[config.mk]
export PLATFORM = sky130hd
export DESIGN_NAME = quic_version_negotiation_builder_unit
export DESIGN_NICKNAME = d
export VERILOG_FILES = /design/src/qvnb_pkg.sv /design/src/qvnb_ctrl.sv /design/src/qvnb_dp.sv /design/src/quic_version_negotiation_builder_unit.sv
export SDC_FILE = /design/constraint.sdc
export NUM_CORES = 1
export LEC_CHECK = 0
export ABC_AREA = 1
export BUFFER_PORTS_ARGS = -buffer_cell sky130_fd_sc_hd__buf_2
export CORE_MARGIN = 3
export CORE_UTILIZATION = 30
export CTS_BUF_LIST = sky130_fd_sc_hd__clkbuf_8
export DETAILED_ROUTE_END_ITERATION = 10
export SYNTH_ARGS = -nofsm -noshare
export SYNTH_HDL_FRONTEND = slang
export SYNTH_HIERARCHICAL = 1
export SYNTH_SLANG_ARGS = --single-unit
[constraint.sdc]
create_clock -name clk -period 15.2 [get_ports clk]
set_input_delay 2.28 -clock clk [delete_from_list [all_inputs] [get_ports clk]]
set_output_delay 2.28 -clock clk [all_outputs]
set_load 0.01 [all_outputs]
[src/qvnb_pkg.sv]
// Shared types and constants for the version negotiation packet builder.
package qvnb_pkg;

  localparam int MAX_CID_LEN_DEF  = 20;
  localparam int MAX_VERSIONS_DEF = 64;

  localparam logic [15:0] CAPACITY_RST   = 16'd1200;
  localparam logic [6:0]  FIRST_LOW_RST  = 7'd0;
  localparam logic        LONG_HDR_BIT   = 1'b1;

  localparam int IN_TDATA_W  = 64;
  localparam int IN_TUSER_W  = 2;
  localparam int OUT_TDATA_W = 8;
  localparam int OUT_TUSER_W = 2;
  localparam int CFG_IDX_W   = 1;
  localparam int CFG_DATA_W  = 16;

  typedef enum logic [1:0] {
    ACT_BEGIN = 2'd0,
    ACT_DCID  = 2'd1,
    ACT_SCID  = 2'd2,
    ACT_VER   = 2'd3
  } action_t;

  typedef enum logic [1:0] {
    ST_OK        = 2'd0,
    ST_BAD_BEGIN = 2'd1,
    ST_NO_ROOM   = 2'd2
  } status_t;

  typedef enum logic [0:0] {
    CFG_FIRST_LOW = 1'b0,
    CFG_CAPACITY  = 1'b1
  } cfg_reg_t;

  typedef enum logic [3:0] {
    S_IDLE  = 4'd0,
    S_BAD   = 4'd1,
    S_FIRST = 4'd2,
    S_ZERO  = 4'd3,
    S_SLEN  = 4'd4,
    S_SCID  = 4'd5,
    S_DLEN  = 4'd6,
    S_DCID  = 4'd7,
    S_VER   = 4'd8
  } fsm_state_t;

  typedef enum logic [2:0] {
    BS_FIRST = 3'd0,
    BS_ZERO  = 3'd1,
    BS_SLEN  = 3'd2,
    BS_SCID  = 3'd3,
    BS_DLEN  = 3'd4,
    BS_DCID  = 3'd5,
    BS_VER   = 3'd6
  } byte_sel_t;

  typedef enum logic [1:0] {
    CH_ONE  = 2'd0,
    CH_FOUR = 2'd1,
    CH_SRC  = 2'd2,
    CH_DST  = 2'd3
  } chunk_t;

  // Selection driven from the state alone.
  typedef struct packed {
    byte_sel_t byte_sel;
    chunk_t    chunk;
  } dp_sel_t;

  // Commands from the controller to the datapath.
  typedef struct packed {
    logic    latch;       // item accepted: capture the word, clear the byte index
    logic    begin_ok;
    logic    begin_bad;
    logic    store_dcid;
    logic    store_scid;
    logic    emit;        // load a packet byte into the output register
    logic    emit_err;    // load an error result instead
    status_t err_status;
    logic    idx_clr;
    logic    idx_inc;
    logic    hdr_done;
    logic    dec_vleft;
  } dp_cmd_t;

  // Status from the datapath to the controller.
  typedef struct packed {
    action_t action;
    logic    begin_bad;
    logic    open;
    logic    over_cap;
    logic    hdr_sent;
    logic    stall;
    logic    no_room;
    logic    idx_zero;
    logic    idx_last;
    logic    src_empty;
    logic    dst_empty;
  } dp_stat_t;

endpackage

[src/qvnb_ctrl.sv]
// Controller state machine that sequences header and version bytes.
module qvnb_ctrl (
  input  logic                clk,
  input  logic                rst_n,
  input  logic                in_tvalid,
  output logic                in_tready,
  input  qvnb_pkg::dp_stat_t  stat,
  output qvnb_pkg::dp_cmd_t   cmd,
  output qvnb_pkg::dp_sel_t   sel
);

  qvnb_pkg::fsm_state_t state_r, state_nxt;
  logic accept;
  logic fail;

  assign in_tready = (state_r == qvnb_pkg::S_IDLE);
  assign accept    = in_tvalid && in_tready;
  // A chunk is checked against the capacity before its first byte.
  assign fail      = stat.idx_zero && stat.no_room;

  always_ff @(posedge clk) begin
    if (!rst_n) begin
      state_r <= qvnb_pkg::S_IDLE;
    end else begin
      state_r <= state_nxt;
    end
  end

  always_comb begin
    state_nxt = state_r;
    case (state_r)
      qvnb_pkg::S_IDLE: begin
        if (accept) begin
          if (stat.action == qvnb_pkg::ACT_BEGIN) begin
            if (stat.begin_bad) begin
              state_nxt = qvnb_pkg::S_BAD;
            end
          end else if (stat.action == qvnb_pkg::ACT_VER && stat.open && !stat.over_cap) begin
            state_nxt = stat.hdr_sent ? qvnb_pkg::S_VER : qvnb_pkg::S_FIRST;
          end
        end
      end
      qvnb_pkg::S_BAD: begin
        if (!stat.stall) begin
          state_nxt = qvnb_pkg::S_IDLE;
        end
      end
      qvnb_pkg::S_FIRST: begin
        if (!stat.stall) begin
          state_nxt = fail ? qvnb_pkg::S_IDLE : qvnb_pkg::S_ZERO;
        end
      end
      qvnb_pkg::S_ZERO: begin
        if (!stat.stall) begin
          if (fail) begin
            state_nxt = qvnb_pkg::S_IDLE;
          end else if (stat.idx_last) begin
            state_nxt = qvnb_pkg::S_SLEN;
          end
        end
      end
      qvnb_pkg::S_SLEN: begin
        if (!stat.stall) begin
          if (fail) begin
            state_nxt = qvnb_pkg::S_IDLE;
          end else begin
            state_nxt = stat.src_empty ? qvnb_pkg::S_DLEN : qvnb_pkg::S_SCID;
          end
        end
      end
      qvnb_pkg::S_SCID: begin
        if (!stat.stall) begin
          if (fail) begin
            state_nxt = qvnb_pkg::S_IDLE;
          end else if (stat.idx_last) begin
            state_nxt = qvnb_pkg::S_DLEN;
          end
        end
      end
      qvnb_pkg::S_DLEN: begin
        if (!stat.stall) begin
          if (fail) begin
            state_nxt = qvnb_pkg::S_IDLE;
          end else begin
            state_nxt = stat.dst_empty ? qvnb_pkg::S_VER : qvnb_pkg::S_DCID;
          end
        end
      end
      qvnb_pkg::S_DCID: begin
        if (!stat.stall) begin
          if (fail) begin
            state_nxt = qvnb_pkg::S_IDLE;
          end else if (stat.idx_last) begin
            state_nxt = qvnb_pkg::S_VER;
          end
        end
      end
      qvnb_pkg::S_VER: begin
        if (!stat.stall) begin
          if (fail || stat.idx_last) begin
            state_nxt = qvnb_pkg::S_IDLE;
          end
        end
      end
      default: state_nxt = qvnb_pkg::S_IDLE;
    endcase
  end

  // Byte source and chunk size follow the state only.
  always_comb begin
    sel.byte_sel = qvnb_pkg::BS_ZERO;
    sel.chunk    = qvnb_pkg::CH_ONE;
    case (state_r)
      qvnb_pkg::S_FIRST: sel.byte_sel = qvnb_pkg::BS_FIRST;
      qvnb_pkg::S_ZERO: begin
        sel.byte_sel = qvnb_pkg::BS_ZERO;
        sel.chunk    = qvnb_pkg::CH_FOUR;
      end
      qvnb_pkg::S_SLEN: sel.byte_sel = qvnb_pkg::BS_SLEN;
      qvnb_pkg::S_SCID: begin
        sel.byte_sel = qvnb_pkg::BS_SCID;
        sel.chunk    = qvnb_pkg::CH_SRC;
      end
      qvnb_pkg::S_DLEN: sel.byte_sel = qvnb_pkg::BS_DLEN;
      qvnb_pkg::S_DCID: begin
        sel.byte_sel = qvnb_pkg::BS_DCID;
        sel.chunk    = qvnb_pkg::CH_DST;
      end
      qvnb_pkg::S_VER: begin
        sel.byte_sel = qvnb_pkg::BS_VER;
        sel.chunk    = qvnb_pkg::CH_FOUR;
      end
      default: begin
        sel.byte_sel = qvnb_pkg::BS_ZERO;
        sel.chunk    = qvnb_pkg::CH_ONE;
      end
    endcase
  end

  always_comb begin
    cmd = '0;
    cmd.err_status = qvnb_pkg::ST_NO_ROOM;
    case (state_r)
      qvnb_pkg::S_IDLE: begin
        if (accept) begin
          cmd.latch = 1'b1;
          case (stat.action)
            qvnb_pkg::ACT_BEGIN: begin
              cmd.begin_bad = stat.begin_bad;
              cmd.begin_ok  = !stat.begin_bad;
            end
            qvnb_pkg::ACT_DCID: cmd.store_dcid = stat.open;
            qvnb_pkg::ACT_SCID: cmd.store_scid = stat.open;
            default: cmd.latch = 1'b1;
          endcase
        end
      end
      qvnb_pkg::S_BAD: begin
        if (!stat.stall) begin
          cmd.emit_err   = 1'b1;
          cmd.err_status = qvnb_pkg::ST_BAD_BEGIN;
        end
      end
      qvnb_pkg::S_FIRST, qvnb_pkg::S_SLEN: begin
        if (!stat.stall) begin
          cmd.emit_err = fail;
          cmd.emit     = !fail;
          cmd.idx_clr  = 1'b1;
        end
      end
      qvnb_pkg::S_DLEN: begin
        if (!stat.stall) begin
          cmd.emit_err = fail;
          cmd.emit     = !fail;
          cmd.idx_clr  = 1'b1;
          cmd.hdr_done = !fail && stat.dst_empty;
        end
      end
      qvnb_pkg::S_ZERO, qvnb_pkg::S_SCID: begin
        if (!stat.stall) begin
          cmd.emit_err = fail;
          cmd.emit     = !fail;
          cmd.idx_clr  = stat.idx_last;
          cmd.idx_inc  = !stat.idx_last;
        end
      end
      qvnb_pkg::S_DCID: begin
        if (!stat.stall) begin
          cmd.emit_err = fail;
          cmd.emit     = !fail;
          cmd.idx_clr  = stat.idx_last;
          cmd.idx_inc  = !stat.idx_last;
          cmd.hdr_done = !fail && stat.idx_last;
        end
      end
      qvnb_pkg::S_VER: begin
        if (!stat.stall) begin
          cmd.emit_err  = fail;
          cmd.emit      = !fail;
          cmd.dec_vleft = !fail && stat.idx_zero;
          cmd.idx_clr   = stat.idx_last;
          cmd.idx_inc   = !stat.idx_last;
        end
      end
      default: cmd = '0;
    endcase
  end

endmodule

[src/qvnb_dp.sv]
// Datapath: registers, connection-ID stores, capacity check and output register.
module qvnb_dp #(
  parameter int MAX_CID_LEN  = qvnb_pkg::MAX_CID_LEN_DEF,
  parameter int MAX_VERSIONS = qvnb_pkg::MAX_VERSIONS_DEF
) (
  input  logic                               clk,
  input  logic                               rst_n,
  input  logic [qvnb_pkg::IN_TDATA_W-1:0]    in_tdata,
  input  logic [qvnb_pkg::IN_TUSER_W-1:0]    in_tuser,
  input  logic                               cfg_we,
  input  logic [qvnb_pkg::CFG_IDX_W-1:0]     cfg_index,
  input  logic [qvnb_pkg::CFG_DATA_W-1:0]    cfg_wdata,
  output logic                               out_tvalid,
  input  logic                               out_tready,
  output logic [qvnb_pkg::OUT_TDATA_W-1:0]   out_tdata,
  output logic [qvnb_pkg::OUT_TUSER_W-1:0]   out_tuser,
  output logic                               out_tlast,
  input  qvnb_pkg::dp_cmd_t                  cmd,
  input  qvnb_pkg::dp_sel_t                  sel,
  output qvnb_pkg::dp_stat_t                 stat
);

  localparam int LEN_W  = $clog2(MAX_CID_LEN + 1);
  localparam int CID_AW = (MAX_CID_LEN > 1) ? $clog2(MAX_CID_LEN) : 1;
  localparam int IDX_W  = $clog2((MAX_CID_LEN > 4) ? MAX_CID_LEN : 4);
  localparam int VCNT_W = $clog2(MAX_VERSIONS + 1);

  logic [7:0]  dlen_in, slen_in, cid_in;
  logic [6:0]  count_in;
  logic [31:0] word_in;

  logic [6:0]        first_low_r, first_low_nxt;
  logic [15:0]       cap_r, cap_nxt;
  logic [LEN_W-1:0]  dlen_r, dlen_nxt, slen_r, slen_nxt;
  logic [LEN_W-1:0]  dfill_r, dfill_nxt, sfill_r, sfill_nxt;
  logic [VCNT_W-1:0] vleft_r, vleft_nxt;
  logic [15:0]       bw_r, bw_nxt;
  logic              hdr_sent_r, hdr_sent_nxt;
  logic              failed_r, failed_nxt;
  logic [IDX_W-1:0]  idx_r, idx_nxt;
  logic              oval_r, oval_nxt;
  logic [7:0]        obyte_r;
  logic [1:0]        ostat_r;
  logic              olast_r;
  logic [31:0]       word_r;

  logic [7:0] dcid_mem [MAX_CID_LEN];
  logic [7:0] scid_mem [MAX_CID_LEN];

  logic        dcid_wr, scid_wr;
  logic [16:0] chunk_n;
  logic [7:0]  byte_mux;
  logic        last_mux;

  assign dlen_in  = in_tdata[7:0];
  assign slen_in  = in_tdata[15:8];
  assign count_in = in_tdata[22:16];
  assign cid_in   = in_tdata[30:23];
  assign word_in  = in_tdata[62:31];

  assign dcid_wr = cmd.store_dcid && !hdr_sent_r && (dfill_r < dlen_r);
  assign scid_wr = cmd.store_scid && !hdr_sent_r && (sfill_r < slen_r);

  always_comb begin
    case (sel.chunk)
      qvnb_pkg::CH_ONE:  chunk_n = 17'd1;
      qvnb_pkg::CH_FOUR: chunk_n = 17'd4;
      qvnb_pkg::CH_SRC:  chunk_n = 17'(slen_r);
      qvnb_pkg::CH_DST:  chunk_n = 17'(dlen_r);
      default:           chunk_n = 17'd1;
    endcase
  end

  always_comb begin
    last_mux = 1'b0;
    case (sel.byte_sel)
      qvnb_pkg::BS_FIRST: byte_mux = {qvnb_pkg::LONG_HDR_BIT, first_low_r};
      qvnb_pkg::BS_ZERO:  byte_mux = 8'd0;
      qvnb_pkg::BS_SLEN:  byte_mux = 8'(slen_r);
      qvnb_pkg::BS_SCID:  byte_mux = scid_mem[idx_r[CID_AW-1:0]];
      qvnb_pkg::BS_DLEN:  byte_mux = 8'(dlen_r);
      qvnb_pkg::BS_DCID:  byte_mux = dcid_mem[idx_r[CID_AW-1:0]];
      qvnb_pkg::BS_VER: begin
        case (idx_r[1:0])
          2'd0:    byte_mux = word_r[31:24];
          2'd1:    byte_mux = word_r[23:16];
          2'd2:    byte_mux = word_r[15:8];
          default: byte_mux = word_r[7:0];
        endcase
        // The count was already decremented on the first byte of this word.
        last_mux = (idx_r[1:0] == 2'd3) && (vleft_r == '0);
      end
      default: byte_mux = 8'd0;
    endcase
  end

  always_comb begin
    stat.action    = qvnb_pkg::action_t'(in_tuser);
    stat.begin_bad = ({1'b0, dlen_in} > 9'(MAX_CID_LEN)) ||
                     ({1'b0, slen_in} > 9'(MAX_CID_LEN)) ||
                     (count_in == 7'd0) ||
                     ({2'b0, count_in} > 9'(MAX_VERSIONS));
    stat.open      = (vleft_r != '0) && !failed_r;
    stat.over_cap  = bw_r > cap_r;
    stat.hdr_sent  = hdr_sent_r;
    stat.stall     = oval_r && !out_tready;
    stat.no_room   = (17'(bw_r) + chunk_n) > 17'(cap_r);
    stat.idx_zero  = (idx_r == '0);
    stat.idx_last  = (17'(idx_r) + 17'd1) == chunk_n;
    stat.src_empty = (slen_r == '0);
    stat.dst_empty = (dlen_r == '0);
  end

  always_comb begin
    first_low_nxt = first_low_r;
    cap_nxt       = cap_r;
    dlen_nxt      = dlen_r;
    slen_nxt      = slen_r;
    dfill_nxt     = dfill_r;
    sfill_nxt     = sfill_r;
    vleft_nxt     = vleft_r;
    bw_nxt        = bw_r;
    hdr_sent_nxt  = hdr_sent_r;
    failed_nxt    = failed_r;
    idx_nxt       = idx_r;
    oval_nxt      = oval_r && !out_tready;

    if (cfg_we) begin
      case (qvnb_pkg::cfg_reg_t'(cfg_index))
        qvnb_pkg::CFG_FIRST_LOW: first_low_nxt = cfg_wdata[6:0];
        qvnb_pkg::CFG_CAPACITY:  cap_nxt       = cfg_wdata;
        default:                 cap_nxt       = cap_r;
      endcase
    end

    if (cmd.begin_ok) begin
      dlen_nxt     = LEN_W'(dlen_in);
      slen_nxt     = LEN_W'(slen_in);
      vleft_nxt    = VCNT_W'(count_in);
      bw_nxt       = 16'd0;
      dfill_nxt    = '0;
      sfill_nxt    = '0;
      hdr_sent_nxt = 1'b0;
      failed_nxt   = 1'b0;
    end
    if (cmd.begin_bad || cmd.emit_err) begin
      failed_nxt = 1'b1;
      vleft_nxt  = '0;
    end
    if (dcid_wr) dfill_nxt = dfill_r + LEN_W'(1);
    if (scid_wr) sfill_nxt = sfill_r + LEN_W'(1);
    if (cmd.dec_vleft) vleft_nxt = vleft_r - VCNT_W'(1);
    if (cmd.hdr_done) hdr_sent_nxt = 1'b1;
    if (cmd.emit) bw_nxt = bw_r + 16'd1;
    if (cmd.latch || cmd.idx_clr) begin
      idx_nxt = '0;
    end else if (cmd.idx_inc) begin
      idx_nxt = idx_r + IDX_W'(1);
    end
    if (cmd.emit || cmd.emit_err) oval_nxt = 1'b1;
  end

  always_ff @(posedge clk) begin
    if (!rst_n) begin
      first_low_r <= qvnb_pkg::FIRST_LOW_RST;
      cap_r       <= qvnb_pkg::CAPACITY_RST;
      dlen_r      <= '0;
      slen_r      <= '0;
      dfill_r     <= '0;
      sfill_r     <= '0;
      vleft_r     <= '0;
      bw_r        <= 16'd0;
      hdr_sent_r  <= 1'b0;
      failed_r    <= 1'b0;
      idx_r       <= '0;
      oval_r      <= 1'b0;
    end else begin
      first_low_r <= first_low_nxt;
      cap_r       <= cap_nxt;
      dlen_r      <= dlen_nxt;
      slen_r      <= slen_nxt;
      dfill_r     <= dfill_nxt;
      sfill_r     <= sfill_nxt;
      vleft_r     <= vleft_nxt;
      bw_r        <= bw_nxt;
      hdr_sent_r  <= hdr_sent_nxt;
      failed_r    <= failed_nxt;
      idx_r       <= idx_nxt;
      oval_r      <= oval_nxt;
    end
  end

  always_ff @(posedge clk) begin
    if (cmd.latch) word_r <= word_in;
    if (dcid_wr) dcid_mem[dfill_r[CID_AW-1:0]] <= cid_in;
    if (scid_wr) scid_mem[sfill_r[CID_AW-1:0]] <= cid_in;
    if (cmd.emit_err) begin
      obyte_r <= 8'd0;
      ostat_r <= cmd.err_status;
      olast_r <= 1'b1;
    end else if (cmd.emit) begin
      obyte_r <= byte_mux;
      ostat_r <= qvnb_pkg::ST_OK;
      olast_r <= last_mux;
    end
  end

  assign out_tvalid = oval_r;
  assign out_tdata  = obyte_r;
  assign out_tuser  = ostat_r;
  assign out_tlast  = olast_r;

endmodule

[src/quic_version_negotiation_builder_unit.sv]
// The first packet byte is registered after the first version word moves the controller to
// its first-byte state. Begin and CID items are taken while idle; no item is taken while
// version bytes, the first word's with the header, go out one byte a cycle unless stalled.
// A full output register stalls the byte sequencer until the item is taken.
// Reset (synchronous, active low) clears all control state, sets capacity to 1200 and the
// header low bits to zero; the CID stores are not cleared.
module quic_version_negotiation_builder_unit #(
  parameter int MAX_CID_LEN  = qvnb_pkg::MAX_CID_LEN_DEF,
  parameter int MAX_VERSIONS = qvnb_pkg::MAX_VERSIONS_DEF
) (
  input  logic                              clk,
  input  logic                              rst_n,
  input  logic                              in_tvalid,
  output logic                              in_tready,
  // From bit 0: dest_cid_len[7:0], src_cid_len[15:8], version_count[22:16],
  // cid_byte[30:23], version_word[62:31], zero pad [63].
  input  logic [qvnb_pkg::IN_TDATA_W-1:0]   in_tdata,
  // From bit 0: action[1:0].
  input  logic [qvnb_pkg::IN_TUSER_W-1:0]   in_tuser,
  input  logic                              cfg_we,
  input  logic [qvnb_pkg::CFG_IDX_W-1:0]    cfg_index,
  input  logic [qvnb_pkg::CFG_DATA_W-1:0]   cfg_wdata,
  output logic                              out_tvalid,
  input  logic                              out_tready,
  // From bit 0: out_byte[7:0].
  output logic [qvnb_pkg::OUT_TDATA_W-1:0]  out_tdata,
  // From bit 0: status[1:0].
  output logic [qvnb_pkg::OUT_TUSER_W-1:0]  out_tuser,
  output logic                              out_tlast
);

  // The controller walks the packet layout: first byte, four zero bytes for the
  // version field, source CID length and bytes, destination CID length and bytes,
  // then the four bytes of each version word. Before the first byte of every chunk
  // the datapath compares the bytes written plus the chunk size against the
  // capacity; a chunk that does not fit becomes a single error item.
  qvnb_pkg::dp_cmd_t  cmd;
  qvnb_pkg::dp_sel_t  sel;
  qvnb_pkg::dp_stat_t stat;

  qvnb_ctrl u_ctrl (
    .clk       (clk),
    .rst_n     (rst_n),
    .in_tvalid (in_tvalid),
    .in_tready (in_tready),
    .stat      (stat),
    .cmd       (cmd),
    .sel       (sel)
  );

  // The datapath holds the packet state, both CID stores and the output register,
  // so the next item can be taken while a finished byte still waits downstream.
  qvnb_dp #(
    .MAX_CID_LEN  (MAX_CID_LEN),
    .MAX_VERSIONS (MAX_VERSIONS)
  ) u_dp (
    .clk        (clk),
    .rst_n      (rst_n),
    .in_tdata   (in_tdata),
    .in_tuser   (in_tuser),
    .cfg_we     (cfg_we),
    .cfg_index  (cfg_index),
    .cfg_wdata  (cfg_wdata),
    .out_tvalid (out_tvalid),
    .out_tready (out_tready),
    .out_tdata  (out_tdata),
    .out_tuser  (out_tuser),
    .out_tlast  (out_tlast),
    .cmd        (cmd),
    .sel        (sel),
    .stat       (stat)
  );

endmodule

==> results of run 1 <==
## stage by stage
step	utilization (%)	setup WS, ns	instances
CTS	34.7	8.54	3301
floorplan	-	9.76	2215
finish	34.7	8.52	3301
detailed placement	32.5	8.64	3159
global route	34.7	7.81	3301
global placement	32.5	8.66	3159
## report_power, final
part / leakage [nW] / switching [W] / total [W] / internal (W)
Clock: 0.855 / 0.000490 / 0.00104 / 0.000553
Combinational: 4.83 / 0.000446 / 0.000632 / 0.000186
Sequential: 3.94 / 0.0000444 / 0.00143 / 0.00138
Total: 9.63 / 0.000981 / 0.00310 / 0.00212
## placed cells by master, fill, tap and decap left out, drive strengths merged, types with 5 or more instances in the layout
cell type	n
nor4	5
xnor2	8
xor2	19
o21ai	134
inv	260
buf	108
o211ai	12
edfxtp	354
clkbuf	85
a31oi	9
nand3	214
a22oi	5
nor3	21
nand2	626
clkinv	33
o22ai	14
nand4	11
a21oi	85
dfxtp	92
ha	60
nor2	200
## kinds of logic after synthesis
family	Yosys count	share of synthesized area, %
simple gates	1082	21.5
flops	446	59.9
buf+inv	323	6.60
compound gates	276	7.23
fa+ha+maj	61	3.70
xor+xnor	27	1.14
## area by class of cell
type                       instances  area, um2  area share, %
tap                              921       1150           4.89
clock buffer                      85       1170           4.96
sequential                       446      12500           53.0
inverter                         238        897           3.81
clock inverter                    57        313           1.33
timing repair buffer             108        563           2.39
multi-input combinational       1446       6990           29.7
## worst max path at each step
| stage | startpoint | endpoint | cells past startpoint |
|---|---|---|---|
| after detailed placement | u_ctrl/state_r[0]$_SDFFE_PN0P_ | u_dp/bw_r[13]$_SDFFE_PN0P_ | 36 |
| after global placement | u_ctrl/state_r[0]$_SDFFE_PN0P_ | u_dp/bw_r[12]$_SDFFE_PN0P_ | 38 |
| after global routing | u_ctrl/state_r[0]$_SDFFE_PN0P_ | u_dp/bw_r[11]$_SDFFE_PN0P_ | 36 |
| final | u_ctrl/state_r[0]$_SDFFE_PN0P_ | u_dp/bw_r[11]$_SDFFE_PN0P_ | 36 |
| after floorplan | in_tvalid | u_dp/dcid_mem[3][0]$_DFFE_PP_ | 10 |
| after CTS | u_ctrl/state_r[0]$_SDFFE_PN0P_ | u_dp/bw_r[11]$_SDFFE_PN0P_ | 36 |
## worst max-delay path: cells and delay by family, from the launching register on
kind / cells / cell delay, ns
compound gates: 7 / 0.95
flops: 1 / 0.37
xor+xnor: 1 / 0.18
fa+ha+maj: 3 / 0.81
simple gates: 20 / 3.51
buf+inv: 5 / 0.72
## sequential cells by signal (all words and copies together), names as in the netlist, named ones only
name	count
u_dp/out_tdata	8
u_dp/idx_r	5
u_ctrl/state_r	4
u_dp/hdr_sent_r	1
u_dp/out_tvalid	1
u_dp/dcid_mem	160
u_dp/word_r	32
u_dp/bw_r	16
u_dp/cap_r	16
u_dp/out_tuser	2
u_dp/failed_r	1
u_dp/sfill_r	5
u_dp/slen_r	5
u_dp/out_tlast	1
u_dp/scid_mem	160
u_dp/dlen_r	5
u_dp/dfill_r	5
u_dp/first_low_r	7
u_dp/vleft_r	7
## metal layers
layer	vias to the layer above	global-route usage, %	wire (um)
met5	-	0	0
met4	0	3.77	833
met3	61	2.72	3870
met2	488	23.8	24900
met1	7216	19.7	24000
li1	7634	-	-
==> impl_metrics.yaml, run 1 <==
placement:
  port_buffers: 99
  dpl-instance-area_um2: 22100
  dp_hpwl_um: 34400
  gp_congestion: 0.862
routing:
  drt_iter0_markers: 1357
  totalWireLength_um: 53600
  ant_nets: 0
  route.detailed.drc: 0
  first_pass_iters: 5
  via_count: 15400
  via_per_inst: 4.66
  routedWlPerCell_um: 16.2
die:
  num_rows: 95
  dieArea_um2: 72600
  die_x_um: 270
  core-area_um2: 68000
  initial_core_util_pct: 30.6
  die_y_um: 270
  io_pins: 101
synth:
  synthArstFlopShare_pct: 0
  yosysUniqueCellTypes: 45
  yosysSeqAreaShare_pct: 59.9
  synth_top_area_share_pct: 51.0
  synthTopCellsByArea: "edfxtp_1 (51%), nand2_1 (11%), dfxtp_1 (8.8%)"
  synth_top_area_cell: "edfxtp_1"
  synth_most_common_cell: "nand2_1"
  synth_ff_type: "edfxtp_1"
  avgSynthCellArea_um2: 9.40
  ys_ff_latch: 446
  synth_common_cells: "nand2_1 (622), edfxtp_1 (354), inv_1 (229)"
  synth_cells: 2215
  synth_area_um2: 20800
  syn_nets: 2364
  yosys_warnings: 6
  synth_edf_count: 354
timing:
  fmax_mhz: 150
  slew_headroom_pct: 27.2
  rsz0062_at_grt: "no"
  hold_viol_final: 0
  skew_ns: 0.0462
  post-route-min-period_ns: 6.68
  fin_crit_sh_pct: 43.9
  setup_tns_ns: 0
  setup_violations: 0
  worstMarginPinSlew_ns: 1.09
  slew_viol_final: 0
  holdWs_ns: 0.451
setup_path:
  cp_slowest_cell: "nor2_1"
  cp-end-kind: "register"
  critical-path-top-cell-by-count: "nand2_1"
  worst_setup_path_start_kind: "register"
  reg2reg_depth: 36
  slowest_delay_ns: 0.83
  critPathRequiredTime_ns: 15.73
  worstPathMaxFanout: 13
  r2r_start: "u_ctrl/state_r[0]$_SDFFE_PN0P_"
  reg2reg_setup_slack_ns: 8.52
  arrival_ns: 7.20
  criticalPathCategory: "register to register"
  rr_endpoint: "u_dp/bw_r[11]$_SDFFE_PN0P_"
power_and_ir_drop:
  power_density_nw_per_um2: 132
  irDropWorstVdd_uv: 94.7
  p_leak_nw: 9.63
  p_total_w: 0.00310
min_path:
  min_to: "u_dp/out_tdata[2]$_SDFFE_PP0P_"
  hold_depth: 2
  hold_class: "register to register"
  hold_start: "u_dp/out_tdata[2]$_SDFFE_PP0P_"
clocking:
  cts_max_path_buffers: 3
  cts_tree: "built"
  post_cts_buffers: 0
  cts_resized: 0
  clk_pin_slew_ns: 0.06
  cts_sinks: 446
  htree_levels: 3
  cts_buffers: 78
  clock_latency_ns: 0.64
  cts_hold_buf: 0
  cts_root_buf: "clkbuf_8"
grt:
  antenna_found_initial: 1
  grt-ovfl-total: 0
  grtUsageTotal_pct: 14.5
  grt_pass1_wl_um: 83100
  grt_pass1_vias: 14900
  grt_max_degree: 70
layout:
  antenna_cells: 0
  area_growth_pct: 13.1
  nFillCells: 7062
  drive_gt1_share_pct: 9.87
  finalNetCount: 2467
  final_area_um2: 23600
flow_run:
  maxCapViolations: 0
outcome:
  status: "completed"
Note: power is estimated with default switching activity, not from simulation.
==> run 2, diff against run 1 <==
==> constraint.sdc (replaced) <==
create_clock -name clk -period 5.6 [get_ports clk]
set_input_delay 0.84 -clock clk [delete_from_list [all_inputs] [get_ports clk]]
set_output_delay 0.84 -clock clk [all_outputs]
set_load 0.01 [all_outputs]
==> run 2 against run 1 <==
  * Global-route usage rose by 0.10 points
  * Register-to-register slack got worse by 8.0 ns
  * First-iteration DRC count rose by 1.1%
  * Sequential power rose to 2.7 times the previous value
  * Clock skew fell by 0.013 ns
  * Power rose to 2.7 times the previous value
  * Count of clock-buffer cells in the layout fell by 8
  * Largest cell class unchanged
  * Largest power group unchanged
  * Highest routed layer unchanged
==> impl_metrics.yaml, run 2 (synthesis gave the netlist of run 1 again) <==
setup_path:
  r2r_start: "u_ctrl/state_r[0]$_SDFFE_PN0P_"
  critical-path-top-cell-by-count: "nand2_1"
  cp_slowest_cell: "fa_1"
  arrival_ns: 5.60
  criticalPathCategory: "register to register"
  worstPathMaxFanout: 7
  reg2reg_depth: 38
  rr_endpoint: "u_dp/vleft_r[2]$_SDFFE_PN0P_"
  worst_setup_path_start_kind: "register"
  reg2reg_setup_slack_ns: 0.53
  cp-end-kind: "register"
  slowest_delay_ns: 0.42
  critPathRequiredTime_ns: 6.13
die:
  initial_core_util_pct: 30.6
  die_y_um: 270
  dieArea_um2: 72600
  core-area_um2: 68000
  num_rows: 95
  die_x_um: 270
  io_pins: 101
routing:
  first_pass_iters: 5
  totalWireLength_um: 54300
  drt_iter0_markers: 1372
  route.detailed.drc: 0
  routedWlPerCell_um: 16.4
  via_count: 15400
  ant_nets: 0
  via_per_inst: 4.65
timing:
  post-route-min-period_ns: 5.07
  worstMarginPinSlew_ns: 1.16
  setup_violations: 0
  skew_ns: 0.0332
  slew_viol_final: 0
  setup_tns_ns: 0
  slew_headroom_pct: 22.5
  fin_crit_sh_pct: 90.5
  setup_slack_ns: 0.530
  hold_viol_final: 0
  fmax_mhz: 197
  rsz0062_at_grt: "no"
placement:
  gp_congestion: 0.866
  dp_hpwl_um: 34800
  port_buffers: 99
  pre_cts_ws_ns: 0.167
grt:
  grt-ovfl-total: 0
  antenna_found_initial: 1
  grtUsageTotal_pct: 14.6
  grt_pass1_wl_um: 83300
  grt_max_degree: 101
  grt_pass1_vias: 14500
layout:
  drive_gt1_share_pct: 10.8
  area_growth_pct: 13.8
  antenna_cells: 0
  nFillCells: 7008
  multi_input_area_um2: 7040
  seq_area_um2: 12500
  final_cell_mix: "nand2_1 (621), edfxtp_1 (354), inv_1 (249), nand3_1 (210), nor2_1 (186)"
  final_common_cell: "nand2_1"
  finalNetCount: 2487
power_and_ir_drop:
  internal_power_w: 0.00577
  p_total_w: 0.00847
  pwr-share-seq_pct: 45.5
  irDropWorstVdd_uv: 271
  share_comb_of_total_power_pct: 21.8
  power.switching_w: 0.00270
  p_leak_nw: 9.69
  power_density_nw_per_um2: 357
  swShare_pct: 31.9
  clkPwrFrac_pct: 32.7
outcome:
  status: "completed"
clocking:
  htree_levels: 3
  cts_tree: "built"
  clock_latency_ns: 0.64
  cts_sinks: 446
  cts_hold_buf: 0
  cts_root_buf: "clkbuf_8"
  cts_buffers: 77
  cts_max_path_buffers: 3
  clk_pin_slew_ns: 0.06
min_path:
  min_to: "u_dp/word_r[21]$_DFFE_PP_"
  hold_depth: 1
  hold_class: "input pin to register"
  hold_start: "in_tdata[52]"
flow_run:
  maxCapViolations: 0
==> run 2: cell types whose count changed in the layout (fill, tap and decap cells not counted), moves of 2 or more <==
cell      delta
inv_8        +2
inv_1        -3
nor2_4       +2
clkbuf_8     -8
clkinv_2     -3
buf_4       +20
nor2_2       +6
nor2_1       -8
clkinv_1     +6
==> run 2: metrics by stage <==
step	hold WS [ns]	instances	cell area, um2	util [%]
finish	0.378	3316	23700	34.9
global route	0.346	3316	23700	34.9
CTS	0.315	3311	23600	34.7
detailed placement	0.440	3175	22200	32.7
global placement	0.438	3175	22200	32.7
floorplan	0.441	2215	20800	-
==> run 2: metal layers <==
metal / up-vias / GRT usage (%) / part of all wire [%]
met5: - / 0 / 0
met4: 0 / 4.05 / 1.7
met3: 67 / 2.62 / 6.5
met2: 440 / 23.3 / 46
met1: 7249 / 20.3 / 46
li1: 7665 / - / -
==> run 2: worst max-delay path, delay by kind of cell (launching register included) <==
kind	cells	cell delay (ns)
xor gates and xnor gates	1	0.16
buffers and inverters	6	0.46
adders and majority gates	3	0.81
and+or+nand+nor	20	2.15
AOI/OAI and AO/OA	8	1.01
DFF	1	0.37
==> run 2: worst max-delay path by stage <==
stage / end / startpoint / cells past startpoint
global route: u_dp/vleft_r[2]$_SDFFE_PN0P_ / u_ctrl/state_r[0]$_SDFFE_PN0P_ / 39
finish: u_dp/vleft_r[2]$_SDFFE_PN0P_ / u_ctrl/state_r[0]$_SDFFE_PN0P_ / 38
detailed placement: u_dp/bw_r[3]$_SDFFE_PN0P_ / u_ctrl/state_r[0]$_SDFFE_PN0P_ / 37
floorplan: u_dp/out_tuser[0]$_SDFFCE_PN0P_ / u_ctrl/state_r[0]$_SDFFE_PN0P_ / 34
CTS: u_dp/bw_r[3]$_SDFFE_PN0P_ / u_ctrl/state_r[0]$_SDFFE_PN0P_ / 37
global placement: u_dp/bw_r[12]$_SDFFE_PN0P_ / u_ctrl/state_r[0]$_SDFFE_PN0P_ / 38
==> run 2: timing repair <==
action,CTS,global route
endpoints found under the setup margin,0,22
buffers inserted,0,5
gates resized for setup,0,14
==> run 2: power by group through the flow <==
stage	Sequential [W]	Combinational, W	Clock [W]
2_1_floorplan	0.00390	0.00118	0
3_3_place_gp	0.00392	0.00176	0
3_5_place_dp	0.00392	0.00177	0
4_1_cts	0.00386	0.00178	0.00285
5_1_grt	0.00387	0.00207	0.00300
6_report	0.00386	0.00185	0.00277
==> run 2: layout make-up <==
type | count | area share [%]
clock inverter | 59 | 1.46
tap | 921 | 4.86
timing repair buffer | 129 | 3.09
sequential | 446 | 52.6
multi-input combinational | 1446 | 29.7
inverter | 238 | 3.78
clock buffer | 77 | 4.47
